### config.mk
export PLATFORM = sky130hd
export DESIGN_NAME = websocket_frame_deframer_core_flat
export DESIGN_NICKNAME = d
export VERILOG_FILES = /design/src/wsd_pkg.sv /design/src/wsd_req_if.sv /design/src/wsd_rsp_if.sv /design/src/wsd_parser.sv /design/src/websocket_frame_deframer_core.sv /design/src/flat_wrapper.sv
export SDC_FILE = /design/constraint.sdc
export NUM_CORES = 1
export LEC_CHECK = 0
export ABC_AREA = 1
export BUFFER_PORTS_ARGS = -buffer_cell sky130_fd_sc_hd__buf_4
export CAP_MARGIN = 0
export CORE_UTILIZATION = 65
export CTS_CLUSTER_DIAMETER = 150
export DETAILED_ROUTE_END_ITERATION = 6
export PLACE_DENSITY = 0.82
export SYNTH_ARGS = -nofsm -noshare
export SYNTH_HDL_FRONTEND = slang
export SYNTH_SLANG_ARGS = --single-unit
### constraint.sdc
create_clock -name clock -period 5.2 [get_ports clock]
set_input_delay 1.04 -clock clock [delete_from_list [all_inputs] [get_ports clock]]
set_output_delay 1.04 -clock clock [all_outputs]
set_load 0.005 [all_outputs]
### src/wsd_pkg.sv
// Package for the WebSocket frame deframer: parse phases, result types, constants.
// Used by the parser, the top level and the testbench.
package wsd_pkg;

   typedef enum logic [2:0] {
      PH_HDR0 = 3'd0,
      PH_HDR1 = 3'd1,
      PH_EXT  = 3'd2,
      PH_KEY  = 3'd3,
      PH_DATA = 3'd4
   } wsd_phase_type;

   localparam logic [6:0] LEN_EXT16   = 7'd126;
   localparam logic [6:0] LEN_EXT64   = 7'd127;
   localparam logic [3:0] EXT16_BYTES = 4'd2;
   localparam logic [3:0] EXT64_BYTES = 4'd8;
   localparam logic [3:0] KEY_BYTES   = 4'd4;

   typedef struct packed {
      logic [7:0] data_byte;
      logic [3:0] frame_opcode_out;
      logic       has_payload;
      logic       frame_end;
      logic       frame_was_masked;
   } wsd_result_type;

   typedef struct packed {
      logic           valid;
      wsd_result_type result;
   } wsd_step_type;

endpackage

### src/wsd_req_if.sv
// Byte stream channel into the deframer: valid, ready and one stream byte.
// Standalone; no package needed.
interface wsd_req_if;
   logic       valid;
   logic       ready;
   logic [7:0] stream_byte;

   modport source (output valid, output stream_byte, input ready);
   modport sink (input valid, input stream_byte, output ready);
endinterface

### src/wsd_rsp_if.sv
// Result channel out of the deframer: valid, ready and the result fields.
// Standalone; no package needed.
interface wsd_rsp_if;
   logic       valid;
   logic       ready;
   logic [7:0] data_byte;
   logic [3:0] frame_opcode_out;
   logic       has_payload;
   logic       frame_end;
   logic       frame_was_masked;

   modport source (output valid, output data_byte, output frame_opcode_out,
                   output has_payload, output frame_end, output frame_was_masked,
                   input ready);
   modport sink (input valid, input data_byte, input frame_opcode_out,
                 input has_payload, input frame_end, input frame_was_masked,
                 output ready);
endinterface

### src/wsd_parser.sv
// Frame header parser and payload unmasker, one byte per accepted transaction.
// Depends on wsd_pkg.
module wsd_parser import wsd_pkg::*; (
   input  logic         clock,
   input  logic         reset,
   input  logic         accept,
   input  logic [7:0]   stream_byte,
   output wsd_step_type step
);

   wsd_phase_type phase_ff, phase_in;
   logic [3:0]  opcode_ff, opcode_in;
   logic        mask_ff, mask_in;
   logic [63:0] rem_ff, rem_in;
   logic [3:0]  ext_left_ff, ext_left_in;
   logic [31:0] key_ff, key_in;
   logic [1:0]  key_idx_ff, key_idx_in;

   logic [6:0]  len7;
   logic        len_is_ext;
   logic [63:0] rem_shift;
   logic        rem_shift_zero;
   logic        rem_zero;
   logic        rem_last;
   logic        ext_last;
   logic [7:0]  key_byte;

   assign len7           = stream_byte[6:0];
   assign len_is_ext     = (len7 == LEN_EXT16) || (len7 == LEN_EXT64);
   assign rem_shift      = {rem_ff[55:0], stream_byte};
   assign rem_shift_zero = (rem_shift == 64'd0);
   assign rem_zero       = (rem_ff == 64'd0);
   assign rem_last       = (rem_ff == 64'd1);
   assign ext_last       = (ext_left_ff == 4'd1);

   always_comb begin
      case (key_idx_ff)
         2'd0:    key_byte = key_ff[31:24];
         2'd1:    key_byte = key_ff[23:16];
         2'd2:    key_byte = key_ff[15:8];
         default: key_byte = key_ff[7:0];
      endcase
   end

   // next phase
   always_comb begin
      phase_in = phase_ff;
      if (accept) begin
         unique case (phase_ff)
            PH_HDR1: begin
               if (len_is_ext)           phase_in = PH_EXT;
               else if (stream_byte[7])  phase_in = PH_KEY;
               else if (len7 == 7'd0)    phase_in = PH_HDR0;
               else                      phase_in = PH_DATA;
            end
            PH_EXT: begin
               if (ext_last) begin
                  if (mask_ff)             phase_in = PH_KEY;
                  else if (rem_shift_zero) phase_in = PH_HDR0;
                  else                     phase_in = PH_DATA;
               end
            end
            PH_KEY: begin
               if (ext_last) phase_in = rem_zero ? PH_HDR0 : PH_DATA;
            end
            PH_DATA: begin
               if (rem_last) phase_in = PH_HDR0;
            end
            default: phase_in = PH_HDR1;
         endcase
      end
   end

   // datapath and result
   always_comb begin
      opcode_in   = opcode_ff;
      mask_in     = mask_ff;
      rem_in      = rem_ff;
      ext_left_in = ext_left_ff;
      key_in      = key_ff;
      key_idx_in  = key_idx_ff;
      step        = '0;
      if (accept) begin
         unique case (phase_ff)
            PH_HDR1: begin
               mask_in    = stream_byte[7];
               key_idx_in = 2'd0;
               if (len7 == LEN_EXT16) begin
                  rem_in      = 64'd0;
                  ext_left_in = EXT16_BYTES;
               end else if (len7 == LEN_EXT64) begin
                  rem_in      = 64'd0;
                  ext_left_in = EXT64_BYTES;
               end else begin
                  rem_in = {57'd0, len7};
                  if (stream_byte[7]) ext_left_in = KEY_BYTES;
                  else if (len7 == 7'd0) step.valid = 1'b1;
               end
            end
            PH_EXT: begin
               rem_in      = rem_shift;
               ext_left_in = ext_left_ff - 4'd1;
               key_idx_in  = 2'd0;
               if (ext_last) begin
                  if (mask_ff) ext_left_in = KEY_BYTES;
                  else if (rem_shift_zero) step.valid = 1'b1;
               end
            end
            PH_KEY: begin
               key_in      = {key_ff[23:0], stream_byte};
               ext_left_in = ext_left_ff - 4'd1;
               key_idx_in  = 2'd0;
               if (ext_last && rem_zero) step.valid = 1'b1;
            end
            PH_DATA: begin
               key_idx_in                = key_idx_ff + 2'd1;
               rem_in                    = rem_ff - 64'd1;
               step.valid                = 1'b1;
               step.result.data_byte     = stream_byte ^ key_byte;
               step.result.has_payload   = 1'b1;
               step.result.frame_end     = rem_last;
            end
            default: begin
               opcode_in   = stream_byte[3:0];
               mask_in     = 1'b0;
               rem_in      = 64'd0;
               ext_left_in = 4'd0;
               key_in      = 32'd0;
               key_idx_in  = 2'd0;
            end
         endcase
         if (step.valid && !step.result.has_payload) step.result.frame_end = 1'b1;
      end
      step.result.frame_opcode_out = opcode_ff;
      step.result.frame_was_masked = mask_in;
   end

   always_ff @(posedge clock) begin
      if (reset) begin
         phase_ff    <= PH_HDR0;
         opcode_ff   <= 4'd0;
         mask_ff     <= 1'b0;
         rem_ff      <= 64'd0;
         ext_left_ff <= 4'd0;
         key_ff      <= 32'd0;
         key_idx_ff  <= 2'd0;
      end else begin
         phase_ff    <= phase_in;
         opcode_ff   <= opcode_in;
         mask_ff     <= mask_in;
         rem_ff      <= rem_in;
         ext_left_ff <= ext_left_in;
         key_ff      <= key_in;
         key_idx_ff  <= key_idx_in;
      end
   end

endmodule

### src/websocket_frame_deframer_core.sv
// WebSocket frame deframer: one stream byte per transaction, one result register.
// A result shows in the result register in the cycle after its byte is taken.
// Throughput: one byte per cycle; the result register stalls input only while held.
// Reset: synchronous; parser returns to the first header byte, result register empties.
// Depends on wsd_pkg, wsd_req_if, wsd_rsp_if and wsd_parser.
module websocket_frame_deframer_core import wsd_pkg::*; (
   input  logic       clock,
   input  logic       reset,
   wsd_req_if.sink    req,
   wsd_rsp_if.source  rsp
);

   wsd_step_type   step;
   logic           accept;
   logic           rsp_valid_ff, rsp_valid_in;
   wsd_result_type rsp_data_ff, rsp_data_in;

   assign req.ready = !rsp_valid_ff || rsp.ready;
   assign accept    = req.valid && req.ready;

   wsd_parser u_parser (
      .clock       (clock),
      .reset       (reset),
      .accept      (accept),
      .stream_byte (req.stream_byte),
      .step        (step)
   );

   always_comb begin
      rsp_valid_in = rsp_valid_ff;
      rsp_data_in  = rsp_data_ff;
      if (req.ready) begin
         rsp_valid_in = step.valid;
         if (step.valid) rsp_data_in = step.result;
      end
   end

   always_ff @(posedge clock) begin
      if (reset) rsp_valid_ff <= 1'b0;
      else       rsp_valid_ff <= rsp_valid_in;
      rsp_data_ff <= rsp_data_in;
   end

   assign rsp.valid            = rsp_valid_ff;
   assign rsp.data_byte        = rsp_data_ff.data_byte;
   assign rsp.frame_opcode_out = rsp_data_ff.frame_opcode_out;
   assign rsp.has_payload      = rsp_data_ff.has_payload;
   assign rsp.frame_end        = rsp_data_ff.frame_end;
   assign rsp.frame_was_masked = rsp_data_ff.frame_was_masked;

   a_no_take_when_held: assert property (@(posedge clock) disable iff (reset)
      rsp_valid_ff && !rsp.ready |-> !req.ready)
      else $error("input taken while result held");

   a_header_only_form: assert property (@(posedge clock) disable iff (reset)
      rsp_valid_ff && !rsp_data_ff.has_payload |->
         rsp_data_ff.frame_end && (rsp_data_ff.data_byte == 8'd0))
      else $error("malformed header-only result");

   a_result_needs_take: assert property (@(posedge clock) disable iff (reset)
      !$past(accept) && !$past(reset) && $past(!rsp_valid_ff) |-> !rsp_valid_ff)
      else $error("result without transaction");

endmodule

### src/flat_wrapper.sv
// flat-port wrapper written by rule: the top's interface ports become plain ports
module websocket_frame_deframer_core_flat import wsd_pkg::*;
  (clock, reset, req_valid, req_stream_byte, req_ready, rsp_valid, rsp_data_byte, rsp_frame_opcode_out, rsp_has_payload, rsp_frame_end, rsp_frame_was_masked, rsp_ready);
  wsd_req_if req_i ();
  wsd_rsp_if rsp_i ();
  input  logic clock;
  input  logic reset;
  input wire logic [$bits(req_i.valid)-1:0] req_valid;
  input wire logic [$bits(req_i.stream_byte)-1:0] req_stream_byte;
  output wire logic [$bits(req_i.ready)-1:0] req_ready;
  output wire logic [$bits(rsp_i.valid)-1:0] rsp_valid;
  output wire logic [$bits(rsp_i.data_byte)-1:0] rsp_data_byte;
  output wire logic [$bits(rsp_i.frame_opcode_out)-1:0] rsp_frame_opcode_out;
  output wire logic [$bits(rsp_i.has_payload)-1:0] rsp_has_payload;
  output wire logic [$bits(rsp_i.frame_end)-1:0] rsp_frame_end;
  output wire logic [$bits(rsp_i.frame_was_masked)-1:0] rsp_frame_was_masked;
  input wire logic [$bits(rsp_i.ready)-1:0] rsp_ready;
  assign req_i.valid = req_valid;
  assign req_i.stream_byte = req_stream_byte;
  assign req_ready = req_i.ready;
  assign rsp_valid = rsp_i.valid;
  assign rsp_data_byte = rsp_i.data_byte;
  assign rsp_frame_opcode_out = rsp_i.frame_opcode_out;
  assign rsp_has_payload = rsp_i.has_payload;
  assign rsp_frame_end = rsp_i.frame_end;
  assign rsp_frame_was_masked = rsp_i.frame_was_masked;
  assign rsp_i.ready = rsp_ready;
  websocket_frame_deframer_core u_core (.clock(clock), .reset(reset), .req(req_i), .rsp(rsp_i));
endmodule
==> reports/summary.json, run 1 <==
{
  "drt": {
    "vias": 8577,
    "drcViolationCount": 0,
    "drtIter0Drc": 854,
    "detail_route.first_pass.iterations": 7,
    "final_ant_viol_nets": 0,
    "via_per_inst": 5.871,
    "routed_wirelength_um": 23370,
    "post_drt_wl_per_cell_um": 16.00
  },
  "global_route": {
    "wire_length_of_the_first_global_routing_pass_um": 37400,
    "vias_in_the_first_global_route": 7594,
    "globalRoute.totalOverflow": 0,
    "maximum_number_of_pins_on_one_net_before_global_route_repair": 76,
    "gr-usage-all-layers_pct": 37.64,
    "grt_antenna_before_repair": 0
  },
  "power": {
    "combinationalPowerShare_pct": 26.0,
    "max-vdd-ir-drop_mv": 0.3378,
    "power_density_nw_per_um2": 350.5,
    "static-leakage-power_nw": 3.887,
    "share_clk_of_total_power_pct": 40.2,
    "finalPower_mw": 3.070,
    "switchingPower_mw": 1.105,
    "p_int_mw": 1.965,
    "netSwitchingFraction_pct": 35.99,
    "power.sequential.fraction_pct": 33.8
  },
  "sta": {
    "setup_repair_after_global_routing_missed_its_margin": "false",
    "final.setup.tns_ps": 0,
    "timing_hold_violations_final": 0,
    "setup_ws_ps": 1574,
    "post-route-period-util_pct": 69.73,
    "clock_tree_skew_after_final_layout_ps": 7.718,
    "min_tclk_post_route_ps": 3626,
    "timing.fmax_mhz": 275.8,
    "timing_max_transition_violations_final": 0,
    "timing_worst_slew_pin_value_ps": 1155,
    "max_slew_margin_pct": 22.86,
    "setup_viol_count_final": 0
  },
  "die": {
    "design.portCount": 29,
    "placementRows": 40,
    "starting_density_pct": 66.53,
    "die_height_um": 112.6,
    "fp.dieW_um": 112.6,
    "die_area_um2": 12690,
    "core_area_um2": 11960
  },
  "cells_and_area": {
    "syn_to_final_growth_pct": 10.08,
    "fill_cells": 1033,
    "layout.cells.most_common": "nand2_1",
    "diodes": 0,
    "mostFrequentLayoutCells": "nand2_1, nor2_1, a21oi_1",
    "numnets_final": 1321,
    "final_layout_size_suffix_gt1_share_pct": 8.600,
    "finish.cell_count_without_fillers": 1461
  },
  "worst_setup_path": {
    "launching_point_of_the_worst_reg2reg_path": "u_core.u_parser.phase_ff[2]",
    "cpMostUsedCell": "inv_2",
    "worst_r2r_endpoint": "u_core.u_parser.key_ff[8]",
    "crit_arrival_ps": 3930,
    "crit_path_cell_trace": "nor2_2, nand2_2, inv_2, nor3_4, inv_2, a21oi_1, a211oi_2",
    "critical_path.max_stage_delay_ps": 930,
    "worstPathBufferInverterCount": 2,
    "crit_fanout": 41,
    "cell_with_the_biggest_individual_delay_on_the_critical_path": "nor3_4",
    "worst_path_dominant_cell_family": "simple AND/OR/NAND/NOR gates",
    "setup.worst_path.class": "reg -> reg",
    "crit_path_start_kind": "flip-flop",
    "r2r.worst_path.cells": 7,
    "crit_path_end_kind": "flip-flop",
    "setup.reg_to_reg.worst_slack_ps": 1570,
    "cp.required_ps": 5500
  },
  "clock_tree": {
    "tritoncts_num_sinks": 126,
    "cts_inserted_buffers": 17,
    "cts-hold-fix-buffers": 0,
    "cts-htree-levels": 4,
    "path_clk_slew_ps": 60,
    "clkLatencyLatePin_ps": 440,
    "ctsLongestPathBuffers": 2,
    "tritoncts": "done",
    "cts_resized": 0,
    "postCtsSetupRepairBufs": 0,
    "buffer_cell_driving_the_clock_tree_root": "clkbuf_16"
  },
  "synthesis": {
    "netlist-cell-type-count": 38,
    "syn_inst": 1298,
    "synth_seq_cells": 126,
    "net_count_synth": 1318,
    "synth_warnings": 0,
    "synth.cell_area_um2": 7958,
    "synth.yosys.seq_area_share_pct": 33.58,
    "avgSynthCellArea_um2": 6.131
  },
  "job": {
    "maxCapViolations": 0
  },
  "placed_design": {
    "place_hpwl_um": 15830,
    "gp_congestion": 0.9839,
    "dp_slack_ps": 1766,
    "post-place-cells": 1429,
    "io_buffers": 28
  },
  "run_status": {
    "status": "complete, no violations"
  },
  "worst_hold_path": {
    "hold-path-cell-count": 0,
    "hold_path.class": "reg -> reg",
    "whs_endpoint": "u_core.rsp.frame_opcode_out[2]",
    "hold_start": "u_core.u_parser.opcode_ff[2]"
  }
}
==> metrics by stage <==
stage               utilization (%)  hold WS (ps)  instance area (µm²)
global route                  73.23         460.5                 8760
floorplan                         -         403.0                 7958
CTS                           73.23         435.7                 8760
detailed placement            68.21         416.1                 8159
finish                        73.23         440.3                 8760
global placement              68.21         416.0                 8159
==> layer usage <==
| layer | share of wire, % | track usage [%] |
|---|---|---|
| met1 | 41 | 46.38 |
| met4 | 4.2 | 18.31 |
| met5 | 0 | 0 |
| met2 | 47 | 63.09 |
| met3 | 7.4 | 7.289 |
==> registers in the layout, summed over array words and instances (netlist names), 2 cells and up <==
| register | flops |
|---|---|
| u_core.rsp.data_byte | 8 |
| u_core.rsp.frame_opcode_out | 4 |
| u_core.u_parser.ext_left_ff | 4 |
| u_core.u_parser.key_ff | 32 |
| u_core.u_parser.key_idx_ff | 2 |
| u_core.u_parser.opcode_ff | 4 |
| u_core.u_parser.phase_ff | 3 |
| u_core.u_parser.rem_ff | 64 |
==> synthesized netlist by cell type (all sizes together) <==
cell type | instances | area (µm²)
nand2 | 424 | 1607
buf | 26 | 143.9
a21oi | 133 | 669.4
a211oi | 6 | 60.06
a22oi | 2 | 15.01
nand4 | 11 | 68.82
nor2 | 189 | 805.8
inv | 121 | 454.2
o21ai | 75 | 375.4
nand3 | 104 | 543.0
o22ai | 20 | 125.1
and2 | 3 | 18.77
ha | 8 | 100.1
xor2 | 3 | 26.28
nor3 | 6 | 46.30
a22o | 6 | 52.55
o32ai | 3 | 26.28
edfxtp | 15 | 450.4
o21bai | 2 | 15.01
clkinv | 1 | 3.750
dfxtp | 111 | 2222
or2 | 8 | 50.05
clkbuf | 21 | 78.83
==> area by class of cell <==
cell class	instances	area (µm²)	area share, %
clock inverter	15	175.2	2.000
inverter	122	457.9	5.228
multi-input combinational	1003	4612	52.65
tap	147	183.9	2.100
clock buffer	17	425.4	4.856
sequential	126	2673	30.51
timing repair buffer	31	232.7	2.657
==> how the worst max path moves through the flow <==
stage                                            from                          to  slack [ps]  cells after the start
after detailed placement  u_core.u_parser.phase_ff[2]  u_core.u_parser.key_ff[15]        1770                      7
after CTS                 u_core.u_parser.phase_ff[2]   u_core.u_parser.key_ff[8]        1680                      7
after global placement    u_core.u_parser.phase_ff[2]  u_core.u_parser.key_ff[16]        1790                      7
after floorplan                    req_stream_byte[6]     u_core.rsp.data_byte[0]        2750                     11
after global routing      u_core.u_parser.phase_ff[2]   u_core.u_parser.key_ff[8]        1400                      7
final                     u_core.u_parser.phase_ff[2]   u_core.u_parser.key_ff[8]        1570                      7
==> power by group through the flow <==
stage / logic (mW) / registers, mW / clock network, mW
final: 0.798 / 1.04 / 1.23
after global routing: 0.888 / 1.04 / 1.27
after CTS: 0.783 / 1.04 / 1.23
after detailed placement: 0.773 / 1.06 / 0
after global placement: 0.762 / 1.06 / 0
after floorplan: 0.605 / 1.05 / 0
==> logic make-up (layout without fill, tap and decap cells) <==
group                      after synthesis  in the layout  share of synthesized area, %
and+or+nand+nor                        745            745                         39.45
AOI/OAI and AO/OA                      247            247                         16.82
buffers and inverters                  169            185                         8.553
DFF                                    126            126                         33.58
adders and majority gates                8              8                         1.258
xor gates and xnor gates                 3              3                        0.3302
(Power assumes the default switching activity.)
==> run 2, diff against run 1 <==
Settings changed: CORE_UTILIZATION 65 to 57, PLACE_DENSITY 0.82 to 0.76.
Clock period 5.2 ns to 3.1 ns, I/O delays scaled along.
==> run 2 against run 1 <==
Non-clock buffer count increased by 5. First-iteration DRC count rose by 16%. Combinational power grew 68%. Flip-flop and latch count unchanged. Sequential power up 67%. Worst setup slack worse by 990 ps. Critical endpoint is now u_core.rsp.frame_opcode_out[1]. Total power increased by 70%. Largest power group unchanged. Register-to-register slack worse by 990 ps. Worst hold slack gained 19 ps. Utilization shrank 7.4 points. Count of clock-buffer cells in the layout did not move. Routed wire length shrank 1.4%.
==> reports/summary.json, run 2 (synthesis gave the netlist of run 1 again) <==
{
  "job": {
    "maxCapViolations": {"value": 0, "change": "unchanged"}
  },
  "drt": {
    "vias": {"value": 8489, "change": "-1.0%"},
    "routed_wirelength": {"value": 23050, "unit": "µm", "change": "-1.4%"},
    "routed-wl-met3": {"value": 2064, "unit": "µm", "change": "+19%"},
    "top_layer": "met4",
    "route.layer.met1.wl": {"value": 10880, "unit": "µm", "change": "+13%"},
    "detail_route.first_pass.iterations": {"value": 6, "change": "-1"},
    "via_per_inst": {"value": 5.678, "change": "-3.3%"},
    "drtIter0Drc": {"value": 987, "change": "+16%"},
    "final_ant_viol_nets": {"value": 0, "change": "unchanged"},
    "post_drt_wl_per_cell": {"value": 15.42, "unit": "µm", "change": "-3.6%"},
    "drcViolationCount": {"value": 0, "change": "unchanged"},
    "met2WireLength": {"value": 9765, "unit": "µm", "change": "-11%"}
  },
  "global_route": {
    "globalRoute.totalOverflow": {"value": 0, "change": "unchanged"},
    "gr-usage-all-layers": {"value": 33.34, "unit": "%", "change": "-4.3 points"},
    "grt_antenna_before_repair": {"value": 0, "change": "unchanged"},
    "maximum_number_of_pins_on_one_net_before_global_route_repair": {"value": 65, "change": "-14%"},
    "wire_length_of_the_first_global_routing_pass": {"value": 37630, "unit": "µm", "change": "+0.61%"},
    "vias_in_the_first_global_route": {"value": 7592, "change": "-0.026%"}
  },
  "clock_tree": {
    "path_clk_slew": {"value": 60, "unit": "ps", "change": "about the same"},
    "postCtsSetupRepairBufs": {"value": 0, "change": "unchanged"},
    "ctsLongestPathBuffers": {"value": 2, "change": "unchanged"},
    "tritoncts": "done",
    "cts-htree-levels": {"value": 4, "change": "unchanged"},
    "buffer_cell_driving_the_clock_tree_root": "clkbuf_16",
    "tritoncts_num_sinks": {"value": 126, "change": "unchanged"},
    "cts_resized": {"value": 0, "change": "unchanged"},
    "cts_inserted_buffers": {"value": 17, "change": "unchanged"},
    "cts-hold-fix-buffers": {"value": 0, "change": "unchanged"},
    "clkLatencyLatePin": {"value": 440, "unit": "ps", "change": "about the same"}
  },
  "worst_setup_path": {
    "setup.worst_path.class": "reg -> reg",
    "cp.required": {"value": 3170, "unit": "ps", "change": "-2330 ps"},
    "crit_arrival": {"value": 2580, "unit": "ps", "change": "-1350 ps"},
    "crit_fanout": {"value": 15, "change": "-63%"},
    "crit_path_start_kind": "flip-flop",
    "crit_path_end_kind": "flip-flop"
  },
  "die": {
    "fp.dieW": {"value": 120.2, "unit": "µm", "change": "+6.7%"},
    "die_area": {"value": 14440, "unit": "µm²", "change": "+14%"},
    "placementRows": {"value": 42, "change": "+5.0%"},
    "starting_density": {"value": 59.15, "unit": "%", "change": "-7.4 points"},
    "core_area": {"value": 13450, "unit": "µm²", "change": "+12%"},
    "design.portCount": {"value": 29, "change": "unchanged"},
    "die_height": {"value": 120.2, "unit": "µm", "change": "+6.7%"}
  },
  "placed_design": {
    "dp_slack": {"value": 546.8, "unit": "ps", "change": "-1219 ps"},
    "io_buffers": {"value": 28, "change": "unchanged"},
    "gp_congestion": {"value": 0.9283, "change": "-5.7%"},
    "place_hpwl": {"value": 16030, "unit": "µm", "change": "+1.2%"}
  },
  "cells_and_area": {
    "largest_register_ffs": {"value": 64, "change": "unchanged"},
    "diodes": {"value": 0, "change": "unchanged"},
    "syn_to_final_growth_pct": 11.30,
    "mostFrequentLayoutCells": "nand2_1, nor2_1, a21oi_1",
    "top_register": "u_core.u_parser.rem_ff",
    "layout.cells.most_common": "nand2_1",
    "numnets_final": {"value": 1326, "change": "+0.38%"},
    "fill_cells": {"value": 1329, "change": "+29%"},
    "fin_util": {"value": 65.84, "unit": "%", "change": "-7.4 points"},
    "final_layout_size_suffix_gt1_share": {"value": 8.946, "unit": "%", "change": "+0.35 points"}
  },
  "power": {
    "max-vdd-ir-drop": {"value": 0.4788, "unit": "mV", "change": "+42%"},
    "static-leakage-power": {"value": 3.929, "unit": "nW", "change": "+1.1%"},
    "power_density": {"value": 590.6, "unit": "nW/µm²", "change": "+69%"}
  },
  "run_status": {
    "status": "complete, no violations"
  },
  "sta": {
    "max_slew_margin": {"value": 24.00, "unit": "%", "change": "+1.1 points"},
    "timing_worst_slew_pin_value": {"value": 1138, "unit": "ps", "change": "-17.05 ps"},
    "min_tclk_post_route": {"value": 2518, "unit": "ps", "change": "-1108 ps"},
    "setup_viol_count_final": {"value": 0, "change": "unchanged"},
    "post-route-period-util": {"value": 81.21, "unit": "%", "change": "+11 points"},
    "setup_ws": {"value": 582.4, "unit": "ps", "change": "-991.8 ps"},
    "timing_max_transition_violations_final": {"value": 0, "change": "unchanged"},
    "clock_tree_skew_after_final_layout": {"value": 8.520, "unit": "ps", "change": "+0.8013 ps"},
    "timing_hold_violations_final": {"value": 0, "change": "unchanged"},
    "timing.fmax": {"value": 397.2, "unit": "MHz", "change": "+44%"},
    "final.setup.tns": {"value": 0, "unit": "ps", "change": "unchanged"},
    "setup_repair_after_global_routing_missed_its_margin": "false"
  },
  "worst_hold_path": {
    "hold_path.class": "reg -> reg"
  }
}
==> run 2: critical path, stage by stage (launching register included) <==
cell     delay [ps]
dfxtp_1         320
inv_1           120
ha_1            220
nand2_2         130
nor2_8          220
nand3_2         110
nor2_2          190
nand3_1         110
nand2_1          80
nand2_1          60
nand2_1          70
nand2_1          70
inv_1           450
==> run 2: power by group <==
| part | internal [mW] | switching, mW |
|---|---|---|
| combinational | 0.396 | 0.947 |
| clock | 1.29 | 0.852 |
| sequential | 1.70 | 0.0472 |
==> run 2: final timing paths <==
path	slack (ps)	start	end	cells after the start
worst min-delay path	460	u_core.u_parser.opcode_ff[3]	u_core.rsp.frame_opcode_out[3]	0
worst min register to register	460	u_core.u_parser.opcode_ff[3]	u_core.rsp.frame_opcode_out[3]	0
worst max register to register	580	u_core.u_parser.rem_ff[1]	u_core.rsp.frame_opcode_out[1]	12
worst max-delay path	580	u_core.u_parser.rem_ff[1]	u_core.rsp.frame_opcode_out[1]	12
==> run 2: per-layer routing <==
metal | track usage, % | vias to the layer above
met5 | 0 | -
met2 | 48.71 | 342
met1 | 48.74 | 3874
met3 | 7.177 | 31
met4 | 9.766 | 0
li1 | - | 4242
==> run 2: layout make-up <==
type	instances	area (µm²)	area share (%)
clock inverter	15	198.9	2.246
inverter	122	457.9	5.170
tap	176	220.2	2.486
timing repair buffer	36	270.3	3.051
clock buffer	17	425.4	4.803
sequential	126	2673	30.17
multi-input combinational	1003	4612	52.07
==> run 2: stage by stage <==
stage	hold slack (ps)	cells	area (µm²)	total power, mW
final	459.3	1495	8857	5.231
after global routing	478.8	1495	8857	5.485
after CTS	464.2	1495	8857	5.208
after detailed placement	449.6	1463	8233	3.085
after global placement	447.8	1463	8233	3.074
after floorplan	403.0	1298	7958	2.777
==> run 3, diff against run 2 <==
Settings changed: CORE_UTILIZATION 57 to 63, PLACE_DENSITY 0.76 to 0.8.
Clock period 3.1 ns to 2.49 ns, I/O delays scaled along.
==> run 3 against run 2 <==
Worst hold slack lost 94 ps. Design area grew 1.4%. Final cell count grew 0.94%. Flip-flop and latch count is the same. Clock skew grew 4.7 ps. First-iteration DRC count grew 8.3%. Die area shrank 9.4%.
==> reports/summary.json, run 3 (synthesis gave the netlist of run 1 again) <==
{
  "run_status": {
    "status": "complete, no violations"
  },
  "clock_tree": {
    "cts-htree-levels": {"value": 4, "change": "unchanged"},
    "buffer_cell_driving_the_clock_tree_root": "clkbuf_16",
    "clkLatencyLatePin": {"value": 430, "unit": "ps", "change": "about the same"},
    "cts_resized": {"value": 0, "change": "unchanged"},
    "tritoncts": "done",
    "cts-hold-fix-buffers": {"value": 0, "change": "unchanged"},
    "postCtsSetupRepairBufs": {"value": 0, "change": "unchanged"},
    "ctsLongestPathBuffers": {"value": 2, "change": "unchanged"},
    "tritoncts_num_sinks": {"value": 126, "change": "unchanged"},
    "cts_inserted_buffers": {"value": 17, "change": "unchanged"},
    "path_clk_slew": {"value": 60, "unit": "ps", "change": "about the same"}
  },
  "placed_design": {
    "gp_congestion": {"value": 1.000, "change": "+7.7%"},
    "post-place-cells": {"value": 1477, "change": "+0.96%"},
    "io_buffers": {"value": 28, "change": "unchanged"},
    "placement_stage_cell_area": {"value": 8413, "unit": "µm²", "change": "+2.2%"},
    "place_hpwl": {"value": 16820, "unit": "µm", "change": "+4.9%"}
  },
  "sta": {
    "setup_repair_after_global_routing_missed_its_margin": "false",
    "post-route-period-util": {"value": 89.31, "unit": "%", "change": "+8.1 points"},
    "timing_hold_violations_final": {"value": 0, "change": "unchanged"},
    "clock_tree_skew_after_final_layout": {"value": 13.20, "unit": "ps", "change": "+4.676 ps"},
    "timing_max_transition_violations_final": {"value": 0, "change": "unchanged"},
    "setup_viol_count_final": {"value": 0, "change": "unchanged"},
    "final.setup.tns": {"value": 0, "unit": "ps", "change": "unchanged"},
    "timing.fmax": {"value": 449.7, "unit": "MHz", "change": "+13%"},
    "min_tclk_post_route": {"value": 2224, "unit": "ps", "change": "-293.8 ps"},
    "max_slew_margin": {"value": 54.94, "unit": "%", "change": "+31 points"},
    "timing_worst_slew_pin_value": {"value": 674.2, "unit": "ps", "change": "-464.1 ps"}
  },
  "cells_and_area": {
    "syn_to_final_growth_pct": 12.81,
    "layout.cells.most_common": "nand2_1",
    "diodes": {"value": 0, "change": "unchanged"},
    "finish.cell_count_without_fillers": {"value": 1509, "change": "+0.94%"},
    "final_layout_size_suffix_gt1_share": {"value": 10.22, "unit": "%", "change": "+1.3 points"},
    "fin_util": {"value": 73.82, "unit": "%", "change": "+8.0 points"},
    "numnets_final": {"value": 1348, "change": "+1.7%"},
    "mostFrequentLayoutCells": "nand2_1, nor2_1, a21oi_1",
    "final_area": {"value": 8977, "unit": "µm²", "change": "+1.4%"},
    "largest_register_ffs": {"value": 64, "change": "unchanged"},
    "top_register": "u_core.u_parser.rem_ff"
  },
  "drt": {
    "post_drt_wl_per_cell": {"value": 15.75, "unit": "µm", "change": "+2.1%"},
    "drtIter0Drc": {"value": 1069, "change": "+8.3%"},
    "via_per_inst": {"value": 5.753, "change": "+1.3%"},
    "vias": {"value": 8682, "change": "+2.3%"},
    "final_ant_viol_nets": {"value": 0, "change": "unchanged"},
    "routed_wirelength": {"value": 23760, "unit": "µm", "change": "+3.1%"},
    "detail_route.first_pass.iterations": {"value": 7, "change": "+1"},
    "drcViolationCount": {"value": 0, "change": "unchanged"}
  },
  "die": {
    "die_height": {"value": 114.4, "unit": "µm", "change": "-4.8%"},
    "fp.dieW": {"value": 114.4, "unit": "µm", "change": "-4.8%"},
    "core_area": {"value": 12160, "unit": "µm²", "change": "-9.6%"},
    "die_area": {"value": 13090, "unit": "µm²", "change": "-9.4%"},
    "design.portCount": {"value": 29, "change": "unchanged"},
    "placementRows": {"value": 40, "change": "-4.8%"},
    "starting_density": {"value": 65.43, "unit": "%", "change": "+6.3 points"}
  },
  "power": {
    "power_density": {"value": 699.1, "unit": "nW/µm²", "change": "+18%"},
    "p_int": {"value": 4.070, "unit": "mW", "change": "+20%"},
    "netSwitchingFraction": {"value": 35.15, "unit": "%", "change": "-0.15 points"},
    "share_clk_of_total_power": {"value": 38.1, "unit": "%", "change": "-2.9 points"},
    "combinationalPowerShare": {"value": 27.4, "unit": "%", "change": "+1.7 points"},
    "static-leakage-power": {"value": 4.022, "unit": "nW", "change": "+2.4%"},
    "finalPower": {"value": 6.276, "unit": "mW", "change": "+20%"},
    "max-vdd-ir-drop": {"value": 0.7336, "unit": "mV", "change": "+53%"},
    "power.sequential.fraction": {"value": 34.5, "unit": "%", "change": "+1.2 points"},
    "switchingPower": {"value": 2.206, "unit": "mW", "change": "+19%"}
  },
  "worst_setup_path": {
    "cp.required": {"value": 2620, "unit": "ps", "change": "-550 ps"},
    "launching_point_of_the_worst_reg2reg_path": "u_core.u_parser.rem_ff[0]",
    "worst_r2r_endpoint": "u_core.rsp.has_payload",
    "crit_path_end_kind": "flip-flop",
    "crit_path_start_kind": "flip-flop",
    "setup.reg_to_reg.worst_slack": {"value": 270, "unit": "ps", "change": "-320 ps"},
    "crit_fanout": {"value": 10, "change": "-5"},
    "setup.worst_path.class": "reg -> reg",
    "r2r.worst_path.cells": {"value": 13, "change": "+1"},
    "crit_arrival": {"value": 2360, "unit": "ps", "change": "-220 ps"}
  },
  "global_route": {
    "grt_antenna_before_repair": {"value": 0, "change": "unchanged"},
    "gr-usage-all-layers": {"value": 38.33, "unit": "%", "change": "+5.0 points"},
    "maximum_number_of_pins_on_one_net_before_global_route_repair": {"value": 83, "change": "+28%"},
    "vias_in_the_first_global_route": {"value": 7761, "change": "+2.2%"},
    "wire_length_of_the_first_global_routing_pass": {"value": 38740, "unit": "µm", "change": "+3.0%"},
    "globalRoute.totalOverflow": {"value": 0, "change": "unchanged"}
  },
  "worst_hold_path": {
    "hold_path.class": "in -> reg",
    "hold-path-cell-count": {"value": 3, "change": "+3"},
    "whs_endpoint": "u_core.u_parser.key_ff[7]",
    "hold_start": "req_stream_byte[7]"
  },
  "job": {
    "maxCapViolations": {"value": 0, "change": "unchanged"}
  }
}
-- run 3: changes by cell type in the layout (fill, tap and decap cells not counted), moves of 3 or more --
cell,before,now
buf_4,36,56
clkbuf_1,0,3
clkbuf_8,0,3
inv_6,5,0
-- run 3: final cells by class --
cell class              count  area [µm²]
inverters                 122       457.9
well taps                 168       210.2
clock inverters             9       86.33
multi-input cells        1003        4612
clock buffers              23       478.0
fillers                  1051        3184
flip-flops and latches    126        2673
repair buffers             58       460.4
-- run 3: worst max-delay path, cell delays in order, from the launching register on --
cell     delay [ps]
dfxtp_1         330
inv_1            90
ha_1            210
nand2_2         130
nor2_8          220
nand3_2         110
nor2_2          200
nand3_1         100
nand2_1          90
nand2_1          60
nand2_1          60
nand2_1          70
inv_1            70
buf_4           180
-- run 3: how the worst max path moves through the flow --
stage | slack, ps | end | cells after the start | from
finish | 270 | u_core.rsp.has_payload | 13 | u_core.u_parser.rem_ff[0]
global route | 30 | u_core.rsp.has_payload | 13 | u_core.u_parser.rem_ff[0]
CTS | 280 | u_core.rsp.has_payload | 13 | u_core.u_parser.rem_ff[0]
detailed placement | 280 | u_core.u_parser.rem_ff[36] | 8 | rsp_ready
global placement | 330 | u_core.rsp.data_byte[6] | 13 | req_stream_byte[6]
floorplan | 370 | u_core.rsp.data_byte[0] | 12 | u_core.u_parser.rem_ff[0]
-- run 3: through the flow --
| stage | setup WS, ps | hold slack, ps |
|---|---|---|
| after floorplan | 373.2 | 403.0 |
| after global placement | 330.9 | 445.6 |
| after detailed placement | 282.3 | 447.4 |
| after CTS | 277.6 | 362.8 |
| after global routing | 34.24 | 373.7 |
| final | 266.2 | 365.3 |
-- run 3: layer usage --
metal	GRT usage, %	up-vias	wire, µm
li1	-	4277	-
met1	55.86	3906	10690
met2	55.15	453	10000
met3	8.999	46	2617
met4	13.16	0	452
met5	0	-	0
-- run 3: power by group through the flow --
| stage | combinational [mW] | sequential, mW | clock (mW) |
|---|---|---|---|
| floorplan | 1.26 | 2.19 | 0 |
| global placement | 1.64 | 2.21 | 0 |
| detailed placement | 1.66 | 2.21 | 0 |
| CTS | 1.67 | 2.17 | 2.39 |
| global route | 1.92 | 2.17 | 2.49 |
| finish | 1.72 | 2.17 | 2.39 |
